**config.mk**
```make
export PLATFORM = sky130hd
export DESIGN_NAME = softened_gravity_accumulator
export DESIGN_NICKNAME = d
export VERILOG_FILES = /design/src/rtl/sga_pkg.sv /design/src/rtl/sga_ctrl.sv /design/src/rtl/sga_datapath.sv /design/src/rtl/softened_gravity_accumulator.sv
export SDC_FILE = /design/constraint.sdc
export NUM_CORES = 2
export LEC_CHECK = 0
export ABC_AREA = 1
export ABC_CLOCK_PERIOD_IN_PS = 9200
export BUFFER_PORTS_ARGS = -buffer_cell sky130_fd_sc_hd__buf_4
export CORE_AREA = 2 2 428 430
export CTS_CLUSTER_SIZE = 20
export DETAILED_ROUTE_END_ITERATION = 7
export DIE_AREA = 0 0 430 432
export PLACE_DENSITY = 0.66
export SLEW_MARGIN = 0
export SYNTH_ARGS = -nofsm -noshare
export SYNTH_HDL_FRONTEND = slang
export SYNTH_SLANG_ARGS = --single-unit
```
**constraint.sdc**
```tcl
create_clock -name clk -period 9.2 [get_ports clk]
set_clock_uncertainty 0.2 [all_clocks]
set_input_delay 0 -clock clk [delete_from_list [all_inputs] [get_ports clk]]
set_output_delay 0 -clock clk [all_outputs]
set_load 0.01 [all_outputs]
```
**src/rtl/sga_pkg.sv**
```systemverilog
`timescale 1ns / 1ps

package sga_pkg;

  localparam int unsigned IDX_W   = 20;
  localparam int unsigned POS_W   = 32;
  localparam int unsigned ACC_W   = 48;
  localparam int unsigned CNT_W   = 7;
  localparam int unsigned SQRT_N  = 34;
  localparam int unsigned DIV_N   = 104;

  localparam logic [67:0]  E2_Q32     = 68'd42949673;
  localparam logic [100:0] E2_Q48     = 101'd2814749767107;
  localparam logic [48:0]  TERM_CLAMP = 49'h1_0000_0000_0000;

  localparam logic [1:0] REG_TGT_INDEX = 2'd0;
  localparam logic [1:0] REG_TGT_X     = 2'd1;
  localparam logic [1:0] REG_TGT_Y     = 2'd2;

  typedef enum logic [3:0] {
    ST_IDLE,
    ST_MXX,
    ST_MYY,
    ST_SQRT,
    ST_MRR,
    ST_MRRR,
    ST_MNX,
    ST_DIVX,
    ST_MNY,
    ST_DIVY,
    ST_FIN
  } state_t;

  typedef struct packed {
    state_t phase;
    logic   first;
    logic   load;
    logic   emit;
  } cmd_t;

  typedef struct packed {
    logic done;
    logic self_hit;
    logic last;
    logic out_free;
  } status_t;

endpackage

```
**src/rtl/sga_ctrl.sv**
```systemverilog
`timescale 1ns / 1ps

module sga_ctrl (
  input  logic            clk,
  input  logic            rst,
  input  logic            in_valid,
  output logic            in_stall,
  input  sga_pkg::status_t status,
  output sga_pkg::cmd_t   cmd
);

  sga_pkg::state_t state, state_next;
  logic            first;

  always_ff @(posedge clk) begin
    if (rst) begin
      state <= sga_pkg::ST_IDLE;
      first <= 1'b0;
    end else begin
      state <= state_next;
      first <= (state_next != state);
    end
  end

  always_comb begin
    state_next = state;
    cmd.phase  = state;
    cmd.first  = first;
    cmd.load   = 1'b0;
    cmd.emit   = 1'b0;
    in_stall   = (state != sga_pkg::ST_IDLE);
    case (state)
      sga_pkg::ST_IDLE: begin
        if (in_valid) begin
          cmd.load   = 1'b1;
          state_next = status.self_hit ? sga_pkg::ST_FIN : sga_pkg::ST_MXX;
        end
      end
      sga_pkg::ST_MXX:  if (status.done) state_next = sga_pkg::ST_MYY;
      sga_pkg::ST_MYY:  if (status.done) state_next = sga_pkg::ST_SQRT;
      sga_pkg::ST_SQRT: if (status.done) state_next = sga_pkg::ST_MRR;
      sga_pkg::ST_MRR:  if (status.done) state_next = sga_pkg::ST_MRRR;
      sga_pkg::ST_MRRR: if (status.done) state_next = sga_pkg::ST_MNX;
      sga_pkg::ST_MNX:  if (status.done) state_next = sga_pkg::ST_DIVX;
      sga_pkg::ST_DIVX: if (status.done) state_next = sga_pkg::ST_MNY;
      sga_pkg::ST_MNY:  if (status.done) state_next = sga_pkg::ST_DIVY;
      sga_pkg::ST_DIVY: if (status.done) state_next = sga_pkg::ST_FIN;
      sga_pkg::ST_FIN: begin
        if (!status.last) begin
          state_next = sga_pkg::ST_IDLE;
        end else if (status.out_free) begin
          cmd.emit   = 1'b1;
          state_next = sga_pkg::ST_IDLE;
        end
      end
      default: state_next = sga_pkg::ST_IDLE;
    endcase
  end

endmodule

```
**src/rtl/sga_datapath.sv**
```systemverilog
`timescale 1ns / 1ps

module sga_datapath (
  input  logic                   clk,
  input  logic                   rst,
  input  logic                   wr_en,
  input  logic [1:0]             wr_index,
  input  logic [31:0]            wr_data,
  input  logic [19:0]            body_index,
  input  logic signed [31:0]     pos_x,
  input  logic signed [31:0]     pos_y,
  input  logic [31:0]            mass,
  input  logic                   last,
  input  sga_pkg::cmd_t          cmd,
  output sga_pkg::status_t       status,
  output logic                   out_valid,
  input  logic                   out_stall,
  output logic signed [47:0]     accel_x,
  output logic signed [47:0]     accel_y,
  output logic                   saturated
);

  function automatic logic [48:0] sat_sum(input logic signed [47:0] acc,
                                          input logic [48:0] qmag,
                                          input logic neg);
    logic signed [50:0] t;
    logic signed [50:0] v;
    logic [48:0] res;
    t = neg ? -$signed({2'b00, qmag}) : $signed({2'b00, qmag});
    v = {{3{acc[47]}}, acc} + t;
    if (v > 51'sd140737488355327) begin
      res = {1'b1, 48'h7FFF_FFFF_FFFF};
    end else if (v < -51'sd140737488355328) begin
      res = {1'b1, 48'h8000_0000_0000};
    end else begin
      res = {1'b0, v[47:0]};
    end
    return res;
  endfunction

  logic [19:0]        tgt_index;
  logic signed [31:0] tgt_x, tgt_y;
  logic [32:0]        ax, ay;
  logic               sx, sy;
  logic [31:0]        mass_r;
  logic               last_r;
  logic [101:0]       ma, prod;
  logic [33:0]        mb;
  logic [67:0]        s, srad, r2;
  logic [35:0]        srem;
  logic [33:0]        root;
  logic [100:0]       den, drem;
  logic [103:0]       nsh;
  logic [48:0]        q;
  logic               ovf;
  logic [6:0]         cnt;
  logic signed [47:0] sum_x, sum_y;
  logic               sat_flag;

  logic signed [32:0] dx, dy;
  logic [37:0]        srem2, strial;
  logic               sge;
  logic [101:0]       dt;
  logic               dge;
  logic [48:0]        qmag;
  logic [48:0]        acc_res;
  logic               is_mul, done;

  assign dx = $signed({pos_x[31], pos_x}) - $signed({tgt_x[31], tgt_x});
  assign dy = $signed({pos_y[31], pos_y}) - $signed({tgt_y[31], tgt_y});

  assign srem2  = {srem, srad[67:66]};
  assign strial = {2'b00, root, 2'b01};
  assign sge    = (srem2 >= strial);
  assign dt     = {drem, nsh[103]};
  assign dge    = (dt >= {1'b0, den});
  assign qmag   = (ovf || q > sga_pkg::TERM_CLAMP) ? sga_pkg::TERM_CLAMP : q;
  assign acc_res = (cmd.phase == sga_pkg::ST_DIVX) ? sat_sum(sum_x, qmag, sx)
                                                   : sat_sum(sum_y, qmag, sy);

  assign is_mul = (cmd.phase == sga_pkg::ST_MXX) || (cmd.phase == sga_pkg::ST_MYY)
               || (cmd.phase == sga_pkg::ST_MRR) || (cmd.phase == sga_pkg::ST_MRRR)
               || (cmd.phase == sga_pkg::ST_MNX) || (cmd.phase == sga_pkg::ST_MNY);
  assign done   = !cmd.first && (is_mul ? (mb == '0) : (cnt == '0));

  assign status.done     = done;
  assign status.self_hit = (body_index == tgt_index);
  assign status.last     = last_r;
  assign status.out_free = !out_valid || !out_stall;

  always_ff @(posedge clk) begin
    if (rst) begin
      tgt_index <= '0;
      tgt_x     <= '0;
      tgt_y     <= '0;
    end else if (wr_en) begin
      case (wr_index)
        sga_pkg::REG_TGT_INDEX: tgt_index <= wr_data[19:0];
        sga_pkg::REG_TGT_X:     tgt_x     <= wr_data;
        sga_pkg::REG_TGT_Y:     tgt_y     <= wr_data;
        default: ;
      endcase
    end
  end

  always_ff @(posedge clk) begin
    if (rst) begin
      sum_x     <= '0;
      sum_y     <= '0;
      sat_flag  <= 1'b0;
      out_valid <= 1'b0;
      last_r    <= 1'b0;
    end else begin
      if (cmd.emit) begin
        out_valid <= 1'b1;
      end else if (out_valid && !out_stall) begin
        out_valid <= 1'b0;
      end
      if (cmd.load) last_r <= last;
      if (done && cmd.phase == sga_pkg::ST_DIVX) begin
        sum_x <= acc_res[47:0];
        if (acc_res[48]) sat_flag <= 1'b1;
      end
      if (done && cmd.phase == sga_pkg::ST_DIVY) begin
        sum_y <= acc_res[47:0];
        if (acc_res[48]) sat_flag <= 1'b1;
      end
      if (cmd.emit) begin
        sum_x     <= '0;
        sum_y     <= '0;
        sat_flag  <= 1'b0;
      end
    end
  end

  always_ff @(posedge clk) begin
    if (cmd.emit) begin
      accel_x   <= sum_x;
      accel_y   <= sum_y;
      saturated <= sat_flag;
    end
    if (cmd.load) begin
      ax     <= dx[32] ? 33'(-dx) : 33'(dx);
      ay     <= dy[32] ? 33'(-dy) : 33'(dy);
      sx     <= dx[32];
      sy     <= dy[32];
      mass_r <= mass;
    end
    if (is_mul) begin
      if (cmd.first) begin
        prod <= '0;
        case (cmd.phase)
          sga_pkg::ST_MXX:  begin ma <= {69'b0, ax};      mb <= {1'b0, ax}; end
          sga_pkg::ST_MYY:  begin ma <= {69'b0, ay};      mb <= {1'b0, ay}; end
          sga_pkg::ST_MRR:  begin ma <= {68'b0, root};    mb <= root;       end
          sga_pkg::ST_MRRR: begin ma <= {34'b0, r2};      mb <= root;       end
          sga_pkg::ST_MNX:  begin ma <= {70'b0, mass_r};  mb <= {1'b0, ax}; end
          default:          begin ma <= {70'b0, mass_r};  mb <= {1'b0, ay}; end
        endcase
      end else if (mb != '0) begin
        if (mb[0]) prod <= prod + ma;
        ma <= {ma[100:0], 1'b0};
        mb <= {1'b0, mb[33:1]};
      end
    end
    if (done) begin
      case (cmd.phase)
        sga_pkg::ST_MXX:  s   <= prod[67:0];
        sga_pkg::ST_MYY:  s   <= s + prod[67:0] + sga_pkg::E2_Q32;
        sga_pkg::ST_MRR:  r2  <= prod[67:0];
        sga_pkg::ST_MRRR: den <= prod[100:0] + sga_pkg::E2_Q48;
        default: ;
      endcase
    end
    if (cmd.phase == sga_pkg::ST_SQRT) begin
      if (cmd.first) begin
        srad <= s;
        srem <= '0;
        root <= '0;
        cnt  <= 7'(sga_pkg::SQRT_N);
      end else if (cnt != '0) begin
        srem <= sge ? 36'(srem2 - strial) : srem2[35:0];
        root <= {root[32:0], sge};
        srad <= {srad[65:0], 2'b00};
        cnt  <= cnt - 7'd1;
      end
    end
    if (cmd.phase == sga_pkg::ST_DIVX || cmd.phase == sga_pkg::ST_DIVY) begin
      if (cmd.first) begin
        nsh  <= {prod[63:0], 40'b0};
        drem <= '0;
        q    <= '0;
        ovf  <= 1'b0;
        cnt  <= 7'(sga_pkg::DIV_N);
      end else if (cnt != '0) begin
        drem <= dge ? 101'(dt - {1'b0, den}) : dt[100:0];
        nsh  <= {nsh[102:0], 1'b0};
        q    <= {q[47:0], dge};
        ovf  <= ovf | q[48];
        cnt  <= cnt - 7'd1;
      end
    end
  end

endmodule

```
**src/rtl/softened_gravity_accumulator.sv**
```systemverilog
`timescale 1ns / 1ps
// Channel  Direction  Handshake          Beat
// in       input      in_valid/in_stall  body_index, pos_x, pos_y, mass, last
// out      output     out_valid/out_stall accel_x, accel_y, saturated
// wr       input      wr_en              wr_index, wr_data
//
// One body at a time; the next is accepted only after the last is through:
// the accept step, six shift-add multiplies (one multiplier bit a cycle),
// a square root, two divides and a finish step. A self body goes straight
// from acceptance to the finish step. Reset is synchronous and clears sums,
// target registers and control state. A stalled result stays in the output
// register; bodies go on until the next last body, whose finish then waits.

module softened_gravity_accumulator (
  input  logic               clk,
  input  logic               rst,
  input  logic               wr_en,
  input  logic [1:0]         wr_index,
  input  logic [31:0]        wr_data,
  input  logic               in_valid,
  output logic               in_stall,
  input  logic [19:0]        body_index,
  input  logic signed [31:0] pos_x,
  input  logic signed [31:0] pos_y,
  input  logic [31:0]        mass,
  input  logic               last,
  output logic               out_valid,
  input  logic               out_stall,
  output logic signed [47:0] accel_x,
  output logic signed [47:0] accel_y,
  output logic               saturated
);

  sga_pkg::cmd_t    cmd;
  sga_pkg::status_t status;

  sga_ctrl u_ctrl (
    .clk      (clk),
    .rst      (rst),
    .in_valid (in_valid),
    .in_stall (in_stall),
    .status   (status),
    .cmd      (cmd)
  );

  sga_datapath u_dp (
    .clk        (clk),
    .rst        (rst),
    .wr_en      (wr_en),
    .wr_index   (wr_index),
    .wr_data    (wr_data),
    .body_index (body_index),
    .pos_x      (pos_x),
    .pos_y      (pos_y),
    .mass       (mass),
    .last       (last),
    .cmd        (cmd),
    .status     (status),
    .out_valid  (out_valid),
    .out_stall  (out_stall),
    .accel_x    (accel_x),
    .accel_y    (accel_y),
    .saturated  (saturated)
  );

  a_busy_after_work: assert property (@(posedge clk) disable iff (rst)
    in_valid && !in_stall && !status.self_hit |=> in_stall)
    else $error("body accepted without starting work");

  a_emit_from_work: assert property (@(posedge clk) disable iff (rst)
    $rose(out_valid) |-> $past(in_stall))
    else $error("result raised outside finish step");

  a_emit_free: assert property (@(posedge clk) disable iff (rst)
    cmd.emit |-> status.out_free && status.last)
    else $error("result overwrote a waiting beat");

endmodule
```
Word level (Yosys, flattened, before mapping)
Index checks and enable logic that the tools add are counted.
{"block": "word_totals", "out_inout_bits": 99, "inputBits": 156, "ff_bits": 1259, "word_cells": 173}
{"block": "classes", "bitwise_logic": 1, "n_reduce_logical": 40, "mux": 62, "order_cmp": 7, "addsub": 14, "n_eq_ne": 14}
{"operator": "$mux W102", "n": 4}
{"operator": "$mux W49", "n": 7}
{"operator": "$pmux W68 S4", "n": 1}
{"operator": "$mux W104", "n": 2}
{"operator": "$mux W101", "n": 2}
{"operator": "$mux W68", "n": 2}
{"operator": "$pmux W68 S2", "n": 1}
{"operator": "$add A102 B102 Y102", "n": 1}
{"operator": "$add A51 B51 Y51", "n": 2}
{"operator": "$ge A102 B101 Y1", "n": 1}
{"operator": "$gt A51 B48 Y1 const B", "n": 2}
{"operator": "$lt A51 B48 Y1 const B", "n": 2}
{"operator": "$mux W34", "n": 3}
{"operator": "$mux W51", "n": 2}
{"operator": "$add A101 B42 Y101 const B", "n": 1}
{"operator": "$sub A101 B101 Y101", "n": 1}
{"operator": "$mux W36", "n": 2}
{"operator": "$add A68 B26 Y68 const B", "n": 1}
{"operator": "$add A68 B68 Y68", "n": 1}
{"operator": "$pmux W34 S2", "n": 1}
{"operator": "$neg A33 Y33", "n": 2}
{"operator": "$sub A32 B32 Y33", "n": 2}
{"operator": "$mux W32", "n": 2}
{"operator": "$mux W4", "n": 13}
{"operator": "other kinds (31)", "n": 80}

Longest topological paths before layout
{"block": "logic_depth", "depth_word": 14, "ltp_mapped": 43, "ltp_nobuf": 40}

Cells and area by module
A second synthesis with hierarchy kept.
{"block": "unflattened", "cells_unflattened": 11559, "hier_area_um2": 87594.0}
{"mod": "sga_datapath", "instances": 1, "cells_per_inst": 11483, "area_per_inst_um2": 87178.6, "seq_area_each_um2": 34523.1}
{"mod": "sga_ctrl", "instances": 1, "cells_per_inst": 76, "area_per_inst_um2": 415.4, "seq_area_each_um2": 100.1}

Worst setup path before layout
Ideal clock, no wire load.
{"block": "synth_path", "path_type": "reg-to-reg", "from": "register u_ctrl.state[1]", "to": "register u_dp.ma[0], enable pin", "path_buffers": 1, "setup_time_ns": 0.674, "path_stages_with_launch": 12, "slack_ns": 0.579, "synth_period_minus_slack_ns": 8.621, "required_ns": 8.326, "arrival_time_ns": 7.746, "cell_sequence": "dfxtp_1 > buf_2 > inv_2 > nor2_1 > inv_2 > nor2_1 > inv_2 > nand3_2 > inv_2 > nand3_1 > inv_1 > a21oi_1"}
{"block": "synth_via", "elab_chain_cells": 7, "word_cells_on_any_way": 12, "classes_between": "eq/ne (6); reduce/logical (6)"}
{"item": "start, declared", "line": "sga_ctrl.sv:12", "rtl": "sga_pkg::state_t state, state_next;"}
{"item": "start signal, assigned", "line": "sga_ctrl.sv:17", "rtl": "state <= sga_pkg::ST_IDLE;"}
{"item": "start signal, assigned", "line": "sga_ctrl.sv:20", "rtl": "state <= state_next;"}
{"item": "$eq A4 B1 Y1 or $eq A4 B2 Y1 (tied branches)", "line": "sga_datapath.sv:81", "rtl": "assign is_mul = (cmd.phase == sga_pkg::ST_MXX) || (cmd.phase == sga_pkg::ST_MYY)"}
{"item": "$logic_or A1 B1 Y1", "line": "sga_datapath.sv:81"}
{"item": "$logic_or A1 B1 Y1 (2 in a row)", "line": "sga_datapath.sv:82", "rtl": "|| (cmd.phase == sga_pkg::ST_MRR) || (cmd.phase == sga_pkg::ST_MRRR)"}
{"item": "$logic_or A1 B1 Y1", "line": "sga_datapath.sv:83", "rtl": "|| (cmd.phase == sga_pkg::ST_MNX) || (cmd.phase == sga_pkg::ST_MNY);"}
{"item": "$logic_or A1 B1 Y1 (*)", "line": "sga_datapath.sv:83"}
{"item": "$reduce_and A2 Y1 (no source line) (*)"}
{"item": "end signal, assigned", "line": "sga_datapath.sv:153", "rtl": "sga_pkg::ST_MXX: begin ma <= {69'b0, ax}; mb <= {1'b0, ax}; end"}
{"item": "end signal, assigned", "line": "sga_datapath.sv:154", "rtl": "sga_pkg::ST_MYY: begin ma <= {69'b0, ay}; mb <= {1'b0, ay}; end"}
{"item": "end signal, assigned", "line": "sga_datapath.sv:155", "rtl": "sga_pkg::ST_MRR: begin ma <= {68'b0, root}; mb <= root; end"}
{"item": "end, declared", "line": "sga_datapath.sv:47", "rtl": "logic [101:0] ma, prod;"}
Every way passes the cells marked *; elsewhere a longest branch is shown, timed or not.
A chain may end at the register's enable or synchronous reset.

Worst setup path in the final report
{"block": "layout_path", "from": "register u_dp.q[5]", "to": "register u_dp.sum_y[38]"}
{"block": "layout_via", "elab_chain_cells": 10, "word_cells_on_any_way": 17, "classes_between": "add/sub (3); order compare (5); mux (8); reduce/logical (1)"}
{"item": "start, declared", "line": "sga_datapath.sv:54", "rtl": "logic [48:0] q;"}
{"item": "start signal, assigned", "line": "sga_datapath.sv:198", "rtl": "q <= {q[47:0], dge};"}
{"item": "$gt A49 B49 Y1", "line": "sga_datapath.sv:77", "rtl": "assign qmag = (ovf || q > sga_pkg::TERM_CLAMP) ? sga_pkg::TERM_CLAMP : q;"}
{"item": "$logic_or A1 B1 Y1", "line": "sga_datapath.sv:77"}
{"item": "$mux W49 (*)", "line": "sga_datapath.sv:77"}
{"item": "$neg A49 Y51", "line": "sga_datapath.sv:29", "rtl": "t = neg ? -$signed({2'b00, qmag}) : $signed({2'b00, qmag});"}
{"item": "$mux W51", "line": "sga_datapath.sv:29"}
{"item": "$add A51 B51 Y51", "line": "sga_datapath.sv:30", "rtl": "v = {{3{acc[47]}}, acc} + t;"}
{"item": "$lt A51 B48 Y1", "line": "sga_datapath.sv:33", "rtl": "end else if (v < -51'sd140737488355328) begin"}
{"item": "$mux W49", "line": "sga_datapath.sv:33"}
{"item": "$mux W49", "line": "sga_datapath.sv:31", "rtl": "if (v > 51'sd140737488355327) begin"}
{"item": "$mux W49 (*)", "line": "sga_datapath.sv:78", "rtl": "assign acc_res = (cmd.phase == sga_pkg::ST_DIVX) ? sat_sum(sum_x, qmag, sx)"}
{"item": "end signal, assigned", "line": "sga_datapath.sv:125", "rtl": "sum_y <= acc_res[47:0];"}
{"item": "end, declared", "line": "sga_datapath.sv:57", "rtl": "logic signed [47:0] sum_x, sum_y;"}
Marked as above.

==> flow_summary.toml <==
[outcome]
status = "completed"

[synth]
synth_edf_count = 1023
ys_types = 72
synthFlopType = "edfxtp_1"
ys_seq_area_share_pct = 40.1
ys_ff_latch = 1218
synth_nets = 11970
async_reset_ff_share_pct = 0
synth_top_area_share_pct = 35.5
avgSynthCellArea_um2 = 7.68
ys_warn_count = 0
yosys.area.top_type = "edfxtp_1"
synth_commonest_cells = "2049 x nand2_1, 1644 x inv_1, 1333 x nor2_1, 1143 x a21oi_1, 1049 x o21ai_0"
synthCells = 11258
yosysMostFrequentCell = "nand2_1"
ys_top_cells_by_area = "edfxtp_1 36%, nand2_1 8.9%, ha_1 7.9%, inv_1 7.1%, a21oi_1 6.6%"
netlist_area_mm2 = 0.0864

[sta]
drv_slew = 0
fin_crit_ns = 7.69
tightestPinTransition_ns = 1.31
fin_setup_tns_ns = 0
slew-limit-headroom_pct = 11.4
finalCritPeriodShare_pct = 83.6
hold_viol = 0
max_freq_ghz = 0.130
rsz0062_at_grt = "no"
setup_violations = 0
timing.final.ws_setup_ns = 1.51

[clocking]
cts_buffer_depth = 3
clockRootBuffer = "clkbuf_16"
htreeDepth = 4
tritoncts = "built"
clock_latency_ns = 0.82
cts.clk_slew.worst_paths_ns = 0.06
numCtsBuffers = 144
clock-sinks = 1218

[global_routing]
grt_pass1_wl_um = 471000
grt_pass1_vias = 77912
grt_max_degree = 207
antenna_found_initial = 11
grt_overflow = 0
grt_usage_pct = 32.9

[setup_path]
cp.arrival_ns = 8.14
reg2reg_depth = 34
crit_top_cell = "nand2_1"
cpPeakStageDelay_ns = 0.76
rr_startpoint = "u_dp.q[5]"
crit_slowest_cell = "inv_2"
crit_path_start_kind = "flip-flop"
crit_buf_inv = 5
path_max_fanout = 45
path_class = "flip-flop to flip-flop"
r2r_slack_ns = 1.51
crit-reg2reg-capture = "u_dp.sum_y[38]"
end_kind = "flip-flop"
cp_top_family = "simple AND/OR/NAND/NOR gates"
worstPathRequired_ns = 9.65

[pwr]
power.leakage_uw = 0.0419
p_int_uw = 16200
pwr-share-clk_pct = 20.1
seq_power_share_pct = 29.9
powerDensity_mw_per_mm2 = 309
vdd_drop_max_mv = 0.204
pwr-share-comb_pct = 50.0
switching_share_pct = 46.9
p_sw_uw = 14300

[route]
routed_wl_um = 315000
ant_nets = 0
first_pass_iters = 8
routed-via-count = 81949
vias_per_cell = 5.75
wl_per_cell_um = 22.1
drc = 0
drt_iter0_markers = 8528

[final_layout]
fin_util_pct = 54.4
drive_gt1_share_pct = 5.59
nNetsFinal = 12449
syn_to_final_growth_pct = 14.3
fin_cells = 14248
final_cell_area_mm2 = 0.0988

[die]
pin_count = 255
initial_core_util_pct = 47.6
fp.dieArea_mm2 = 0.186
fp-row-count = 157
fp.coreArea_mm2 = 0.182
die-width_um = 430
die_y_um = 432

[hold_path]
holdPathStages = 9
min_to = "u_dp.ax[30]"
hold_path_class = "input port to flip-flop"
hp-start = "pos_x[3]"

[placed_design]
place_ws_ns = 1.57
dpl_cell_area_mm2 = 0.0908
io_buffers = 254
gpl.final_weighted_congestion = 1.01
place_inst = 13683
post-dp-hpwl_um = 245000

[run]
max_cap_viol_count = 0
worst register-to-register path, delay by kind of cell (launching register included):
family	cells	cell delay, ns
AO/OA/AOI/OAI	2	0.34
XOR/XNOR	2	0.35
buffers and inverters	5	1.88
flip-flops	1	0.40
AND/OR/NAND/NOR	23	3.64
adder cells (fa/ha/maj)	2	0.75
state kept, by name (all words and copies together) (netlist names), 49 cells and up:
register / flops
u_dp.den: 101
u_dp.drem: 101
u_dp.ma: 101
u_dp.nsh: 64
u_dp.prod: 101
u_dp.q: 49
u_dp.r2: 68
u_dp.s: 68
u_dp.srad: 68
layout by cell type, fill, tap and decap left out, types with 21 or more instances in the layout:
cell type	n
a211oi_1	35
a21boi_0	38
a21o_1	53
a21oi_1	1139
a221oi_1	42
a31oi_1	146
buf_4	322
bufinv_16	21
clkbuf_1	25
clkbuf_16	151
clkinv_1	26
dfxtp_1	194
dlygate4sd3_1	293
edfxtp_1	1023
ha_1	549
inv_1	1640
nand2_1	2048
nand3_1	313
nand4_1	111
nor2_1	1326
nor3_1	185
nor4_1	66
o211ai_1	39
o21a_1	83
o21ai_0	1049
o21ai_1	21
o21bai_1	80
o22ai_1	69
or2_2	37
xnor2_1	192
xor2_1	300
per-stage QoR:
stage / hold slack, ns / total power [uW]
floorplan: -0.131 / 18800
global placement: -0.0205 / 23700
detailed placement: -0.0206 / 23800
CTS: 0.0211 / 30200
global route: 0.151 / 32400
finish: 0.0935 / 30600
power groups by stage:
stage                     logic (uW)  clock network (uW)  registers (uW)
after global routing           16800                6430            9160
after CTS                      14900                6220            9080
after floorplan                10100                   0            8660
final                          15300                6150            9130
after global placement         14500                   0            9170
after detailed placement       14700                   0            9180
metal layers:
metal / vias up / GRT usage (%) / share of wire [%]
met5: - / 0 / 0.011
met4: 6 / 14.1 / 4.7
met3: 655 / 5.42 / 8.3
met2: 3559 / 51.7 / 44
met1: 38597 / 44.9 / 43
li1: 39132 / - / -
layout make-up:
type                            instances  area [um2]
Tap cell                             2385        2980
Inverter                             1664        6270
Fill cell                           17191       82900
Multi-Input combinational cell       8091       44500
Sequential cell                      1218       34600
Clock inverter                         83        1060
Antenna cell                            7        17.5
Timing Repair Buffer                  618        5410
Clock buffer                          182        3960
cell families (layout without fill, tap and decap cells):
| group | Yosys count | after routing | share of synthesized area [%] |
|---|---|---|---|
| fa+ha+maj | 556 | 556 | 8.11 |
| simple gates | 4161 | 4161 | 19.7 |
| compound gates | 2882 | 2882 | 18.5 |
| flops | 1218 | 1218 | 40.1 |
| buf+inv | 1949 | 2547 | 8.63 |
| other cells | 0 | 7 | 0 |
| xor+xnor | 492 | 492 | 4.99 |
worst max path at each step:
stage               startpoint             end  slack, ns  cells past startpoint
2_1_floorplan  u_ctrl.state[1]      u_dp.ma[0]       0.58                     11
3_5_place_dp        u_dp.q[41]  u_dp.sum_y[30]       1.57                     34
5_1_grt             u_dp.q[42]   u_dp.sum_y[7]       0.81                     34
6_report             u_dp.q[5]  u_dp.sum_y[38]       1.51                     34
3_3_place_gp        u_dp.q[42]  u_dp.sum_y[19]       1.71                     34
4_1_cts             u_dp.q[41]  u_dp.sum_y[27]       1.52                     34
what timing repair did:
action | 4_1_cts | 5_1_grt
hold buffers | 293 | 0
gates resized for setup | 0 | 0
hold endpoints to repair | 347 | 0
setup buffers | 0 | 0
Power figures use the tool's default switching activity.
